<file path="src/hw/rtl/bscm_pkg.sv">
// ----------------------------------------------------------------------------
// Banked SRAM cartridge mapper package
// Shared constants, codes and types for the mapper and its decoder.
// ----------------------------------------------------------------------------
package bscm_pkg;

   // SRAM geometry.
   localparam int MAX_SEGMENTS  = 64;
   localparam int SEGMENT_BYTES = 8192;
   localparam int SRAM_BYTES    = MAX_SEGMENTS * SEGMENT_BYTES;
   localparam int SRAM_AW       = $clog2(SRAM_BYTES);
   localparam int OFFSET_W      = $clog2(SEGMENT_BYTES);

   // Field widths.
   localparam int ADDR_W    = 16;
   localparam int DATA_W    = 8;
   localparam int SEG_W     = 7;
   localparam int PAGE_W    = ADDR_W - OFFSET_W;
   localparam int NUM_BANKS = 4;
   localparam int BANK_IW   = $clog2(NUM_BANKS);

   // Segment limit compared with one extra bit so that 128 fits.
   localparam logic [SEG_W:0] SEG_LIMIT = (SEG_W + 1)'(MAX_SEGMENTS);

   // Pages that go through the bank registers, and the bank-select page.
   localparam logic [PAGE_W-1:0] PAGE_BANK_LO  = PAGE_W'(2);
   localparam logic [PAGE_W-1:0] PAGE_BANK_HI  = PAGE_W'(5);
   localparam logic [PAGE_W-1:0] PAGE_BANK_SEL = PAGE_W'(3);

   // Bit of a bank register that enables SRAM writes.
   localparam int BANK_WE_BIT = 7;

   // Reset value of the segment count and the byte returned when unmapped.
   localparam logic [SEG_W-1:0]  SEG_COUNT_RESET = SEG_W'(64);
   localparam logic [DATA_W-1:0] UNMAPPED_BYTE   = 8'hFF;

   // Access kinds.
   typedef enum logic {
      OP_READ  = 1'b0,
      OP_WRITE = 1'b1
   } op_type;

   // What the decoder asks of the SRAM and reports for one beat.
   typedef struct packed {
      logic               rd_en;
      logic               wr_en;
      logic               hit;
      logic               accepted;
      logic [SRAM_AW-1:0] addr;
   } mem_access_type;

endpackage

</file>
<file path="src/hw/rtl/bscm_decode.sv">
// ----------------------------------------------------------------------------
// Mapper address decoder
// Holds the four bank registers, loads them on bank-select writes and turns
// each CPU access into an SRAM read, an SRAM write or nothing.
// ----------------------------------------------------------------------------
module bscm_decode
   import bscm_pkg::*;
(
   input  logic                 clock,
   input  logic                 reset,
   input  logic                 beat_accept,
   input  logic                 op,
   input  logic [ADDR_W-1:0]    address,
   input  logic [DATA_W-1:0]    write_data,
   input  logic [SEG_W-1:0]     segment_count,
   output mem_access_type       access
);

   logic [DATA_W-1:0]   bank_ff [NUM_BANKS];
   logic [DATA_W-1:0]   bank_in [NUM_BANKS];
   logic [PAGE_W-1:0]   page;
   logic [OFFSET_W-1:0] offset;
   logic [PAGE_W-1:0]   page_rel;
   logic [BANK_IW-1:0]  bank_idx;
   logic [DATA_W-1:0]   bank;
   logic [SEG_W-1:0]    seg;
   logic                mapped;
   logic                in_range;
   logic                is_write;
   logic                bank_sel_wr;
   logic                store;

   // Split the address into page and offset and look up the page's bank.
   assign page     = address[ADDR_W-1:OFFSET_W];
   assign offset   = address[OFFSET_W-1:0];
   assign page_rel = page - PAGE_BANK_LO;
   assign bank_idx = page_rel[BANK_IW-1:0];
   assign bank     = bank_ff[bank_idx];
   assign seg      = bank[SEG_W-1:0];

   // A segment is usable when it lies below both the count and the SRAM size.
   assign mapped   = (page >= PAGE_BANK_LO) && (page <= PAGE_BANK_HI);
   assign in_range = mapped && ({1'b0, seg} < {1'b0, segment_count})
                     && ({1'b0, seg} < SEG_LIMIT);

   // Writes either load a bank register or store into an enabled segment.
   assign is_write    = (op == OP_WRITE);
   assign bank_sel_wr = is_write && (page == PAGE_BANK_SEL);
   assign store       = is_write && !bank_sel_wr && bank[BANK_WE_BIT] && in_range;

   // Request to the SRAM and status for the response.
   always_comb begin
      access.rd_en    = beat_accept && !is_write && in_range;
      access.wr_en    = beat_accept && store;
      access.hit      = !is_write && in_range;
      access.accepted = is_write ? (bank_sel_wr || store) : in_range;
      access.addr     = SRAM_AW'({seg, offset});
   end

   // Next value of the bank registers.
   always_comb begin
      for (int i = 0; i < NUM_BANKS; i++) begin
         bank_in[i] = bank_ff[i];
      end
      if (beat_accept && bank_sel_wr) begin
         bank_in[address[OFFSET_W-1:OFFSET_W-BANK_IW]] = write_data;
      end
   end

   always_ff @(posedge clock) begin
      if (reset) begin
         for (int i = 0; i < NUM_BANKS; i++) begin
            bank_ff[i] <= '0;
         end
      end else begin
         for (int i = 0; i < NUM_BANKS; i++) begin
            bank_ff[i] <= bank_in[i];
         end
      end
   end

endmodule

</file>
<file path="config.mk">
export PLATFORM = sky130hd
export DESIGN_NAME = bscm_decode
export DESIGN_NICKNAME = d
export VERILOG_FILES = /design/src/hw/rtl/bscm_pkg.sv /design/src/hw/rtl/bscm_decode.sv
export SDC_FILE = /design/constraint.sdc
export NUM_CORES = 1
export LEC_CHECK = 0
export BUFFER_PORTS_ARGS = -buffer_cell sky130_fd_sc_hd__buf_2
export CAP_MARGIN = 30
export CORE_MARGIN = 2
export CORE_UTILIZATION = 37
export CTS_CLUSTER_DIAMETER = 100
export DETAILED_ROUTE_END_ITERATION = 12
export HOLD_SLACK_MARGIN = 0.02
export SLEW_MARGIN = 20
export SYNTH_ARGS = -nofsm -noshare
export SYNTH_HDL_FRONTEND = slang
export SYNTH_SLANG_ARGS = --single-unit
</file>
<file path="constraint.sdc">
create_clock -name clock -period 3.9 [get_ports clock]
set_clock_uncertainty 0.05 [all_clocks]
set_input_delay 0.78 -clock clock [delete_from_list [all_inputs] [get_ports clock]]
set_output_delay 0.78 -clock clock [all_outputs]
set_load 0.02 [all_outputs]
</file>
* Word level (Yosys, flattened, before mapping)
Memory sizes are Yosys's and may differ from the RTL's.
Index checks and enable logic that the tools add are counted.
** Word-level totals
- Register bits after elaboration :: 0
- RAM bits :: 32
- Bits of input ports :: 35
- Output and inout port bits :: 23
- Logic and storage cells :: 42
- Memories kept :: 1
** Operators by class
- $add $sub $neg :: 1
- Order comparisons :: 6
- Eq/ne operators :: 1
- Muxes and demuxes :: 12
- Bitwise logic cells :: 5
- Reductions and logical operators :: 16
** Memories
- bank_ff :: depth 4, width 8, rd ports 5, clocked after memory_dff 0, write ports 4, RTL line bscm_decode.sv:19 : logic [DATA_W-1:0] bank_ff [NUM_BANKS];
** Operators with widths (count)
- $mux W8 :: 5
- $bwmux W32 :: 1
- $mux W32 :: 1
- $demux W8 S2 :: 1
- $logic_and A1 B1 Y1 :: 13
- $lt A7 B7 Y1 :: 1
- $lt A7 B7 Y1 const B :: 1
- $mux W1 :: 4
- $or A1 B1 Y1 :: 4
- $eq A3 B2 Y1 const B :: 1
- $ge A3 B2 Y1 const B :: 1
- $ge A3 B3 Y1 const B :: 1
- $le A3 B3 Y1 const B :: 1
- $lt A3 B1 Y1 const B :: 1
- $not A2 Y3 :: 1
- $logic_not A1 Y1 :: 2
- $sub A2 B2 Y2 const B :: 1
- $logic_or A1 B1 Y1 :: 1

* Longest topological paths before layout
- Word-level depth :: 8
- Depth in mapped cells :: 7
- Mapped depth without buffers :: 6

* Worst setup path after synthesis
No wires, ideal clock.
- Path type :: input to output
- Start :: input port address[13]
- End :: output port access[21] in the netlist's numbering
- Data arrival time :: 3086 ps
- Data required time :: 3070 ps
- Path slack :: -16 ps
- Stages on the path :: 7
- Path buffers :: 1
- Cells stage by stage :: buf_6 -> mux4_1 -> ha_1 -> a21oi_1 -> o21ai_0 -> or4_4 -> nor3_1
** RTL lines
- from (decl) :: RTL line bscm_decode.sv:13 : input logic [ADDR_W-1:0] address,
- to (decl) :: RTL line bscm_decode.sv:16 : output mem_access_type access

==> impl_metrics.tcl <==
set metrics [dict create \
    wl_per_cell_um 15.62 \
    reg2reg_from "bank_ff[3][5]$_SDFFE_PP0P_" \
    setup_tns_ns 0 \
    met1_usage_pct 19.46 \
    max_slew_margin_pct 40.73 \
    cpMaxStageDelayCell "mux4_1" \
    tightest_slew_ns 0.8824 \
    top_register "bank_ff" \
    max_freq_ghz 0.2659 \
    cp-startpoint "address[13]" \
    num_vias 1227 \
    p_leak_uw 0.0008871 \
    r2r-end "bank_ff[3][5]$_SDFFE_PP0P_" \
    syn-num-nets 202 \
    core_area_sq_mm 0.004444 \
    synth-main-ff-cell "dfxtp_1" \
    r2r_setup_slack_ns 3.21 \
    largest_register_ffs 32 \
    gp_congestion 0.7893 \
    hold_viol 0 \
    sequentialPowerShare_pct 49.7 \
    syn_avg_cell_area_sq_um 10.76 \
    worst_ep_arrival_time_ns 2.93 \
    ys_async_sr_fraction_pct 0 \
    fin_cells 238 \
    io_buffers 35 \
    clock_latency_ns 0.28 \
    cts_tree "built" \
    grt_overflow 0 \
    finalCritPeriodShare_pct 96.42 \
    ys_ff_latch 32 \
    drive_gt1_share_pct 29.03 \
    use_met2_pct 25.59 \
    grt_pass1_wl_mm 6.141 \
    ctsHtreeMaxLevel 2 \
    yosysSeqAreaShare_pct 36.99 \
    p_int_uw 511.0 \
    max-cap-violations 0 \
    final_cell_mix "nor2_1 (33), buf_2 (33), mux2i_1 (32), dfxtp_1 (32), inv_1 (11)" \
    first_global_vias 1260 \
    cp_max_fo 6 \
    yosysWarningCount 0 \
    die_x_um 72.41 \
    layout_min_cycle_time_ns 3.760 \
    slowest_delay_ns 0.58 \
    cp.required_ns 3.07 \
    cts_setup_buffers 0 \
    pwr-share-clk_pct 40.7 \
    dieHeight_um 72.41 \
    hold_class "reg -> reg" \
    hold_path_end "bank_ff[1][4]$_SDFFE_PP0P_" \
    place_inst 231 \
    ios 58 \
    path_cells "clkbuf_4 -> buf_4 -> mux4_1 -> ha_1 -> nand4_1 -> o21ai_0 -> or4_4 -> nor4b_2 -> buf_2" \
    drtIter0Drc 61 \
    grt_antenna_before_repair 0 \
    hpwlAfterDp_mm 2.742 \
    dieArea_sq_mm 0.005243 \
    drt-total-wl_mm 3.717 \
    n_antenna_cell 0 \
    post_dp_cell_area_sq_mm 0.001862 \
    ir_drop_uv 176.7 \
    area_growth_pct 13.15 \
    whs_path_depth 2 \
    clkTransAtPathRegs_ns 0.06 \
    cts.sinks 32 \
    combPwrFrac_pct 9.5 \
    status "complete, no violations" \
    grt-busiest-layer "met2" \
    critPathLaunchType "input pin" \
    synth_edf_count 0 \
    grtUsageMet3_pct 4.028 \
    multi_input_area_sq_um 920.9 \
    n_fill_cell 452 \
    vias_per_cell 5.155 \
    top_regs "bank_ff x32" \
    power_density_mw_per_mm2 337.7 \
    slew_violations 0 \
    swShare_pct 22.77 \
    crit_type "in -> out" \
    start_util_pct 38.96 \
    clockBufferDepth 2 \
    drc 0 \
    numCtsBuffers 5 \
    synth_cells 161 \
    worstRegToRegCells 2 \
    grt_use_total_pct 15.57 \
    critical_path.endpoint_type "output pin" \
    grt_max_degree 33 \
    cts_root_buf "clkbuf_8" \
    drt_first_pass_iters 4 \
    netSwitchingPower_uw 150.7 \
    hold_start "bank_ff[1][4]$_SDFFE_PP0P_" \
    layout.nets 227 \
    num_rows 24 \
    netlist_area_sq_mm 0.001732 \
    stdcell_area_sq_mm 0.001959 \
    ant_nets 0 \
    setup_violations 0 \
    rsz0062_at_grt "false" \
    layout.area.seq_sq_um 640.6 \
    synth_cell_types 24 \
]
-- layout make-up --
cell class	instances	share of cell area (%)
inverters	11	2.107
clock buffers	7	4.917
repair buffers	37	9.962
multi-input cells	99	47.00
well taps	52	3.321
flip-flops and latches	32	32.69
-- cells in the mapped netlist (2+ instances only) --
cell type | number | area (sq um)
nor4_4 | 3 | 63.81
ha_1 | 6 | 75.07
buf_2 | 2 | 10.01
clkbuf_1 | 3 | 11.26
dfxtp_1 | 32 | 640.6
nor3_1 | 2 | 10.01
mux4_1 | 7 | 183.9
mux2i_1 | 32 | 320.3
nor2_1 | 33 | 123.9
nand4_1 | 3 | 18.77
a21oi_1 | 3 | 15.01
buf_4 | 13 | 97.59
inv_1 | 11 | 41.29
-- cells by family (layout without fill, tap and decap cells) --
group                      after synthesis  count (layout)  share of synthesized area (%)
AOI/OAI and AO/OA                        6               6                          2.529
adders and majority gates                6               6                          4.335
buffers and inverters                   30              55                          9.899
xor gates and xnor gates                 1               1                         0.5059
DFF                                     32              32                          36.99
muxes                                   40              40                          30.42
and+or+nand+nor                         46              46                          15.32
-- power by group through the flow --
stage	clock network (uW)	logic, uW	registers [uW]
after floorplan	0	54.8	336
after global placement	0	60.5	336
after detailed placement	0	62.6	336
after CTS	282	62.9	329
after global routing	291	69.7	329
final	270	63.2	329
-- timing repair --
item / in CTS / in global routing
gates resized for setup: 0 / 3
hold buffers: 0 / 0
setup endpoints to repair: 0 / 4
-- per-stage QoR --
step | utilization, % | worst slack (ns) | power, uW | hold slack, ns
CTS | 44.06 | 0.06971 | 673.8 | 0.4471
global route | 44.09 | 0.03247 | 689.5 | 0.4638
floorplan | - | 0.01402 | 390.6 | 0.4017
finish | 44.09 | 0.1396 | 661.7 | 0.4393
detailed placement | 41.89 | 0.06724 | 398.7 | 0.4311
global placement | 41.89 | 0.1210 | 396.5 | 0.4149
-- worst max-delay path by stage --
stage,endpoint,slack (ns),cells after the start
2_1_floorplan,access[22],0.01,7
5_1_grt,access[19],0.03,9
3_5_place_dp,access[22],0.07,8
4_1_cts,access[22],0.07,8
6_report,access[22],0.14,9
3_3_place_gp,access[22],0.12,8
-- critical path, delay by kind of cell --
family                     cells  cell delay, ns
buffers and inverters          3            0.54
AOI/OAI and AO/OA              1            0.07
adders and majority gates      1            0.20
muxes                          1            0.58
and+or+nand+nor                3            0.76
-- routing by layer --
layer  share of wire [%]  wire (um)
met5                   0          0
met4                 1.7         65
met3                 7.5        278
met2                  46       1719
met1                  44       1654
Power figures use the tool's default switching activity.
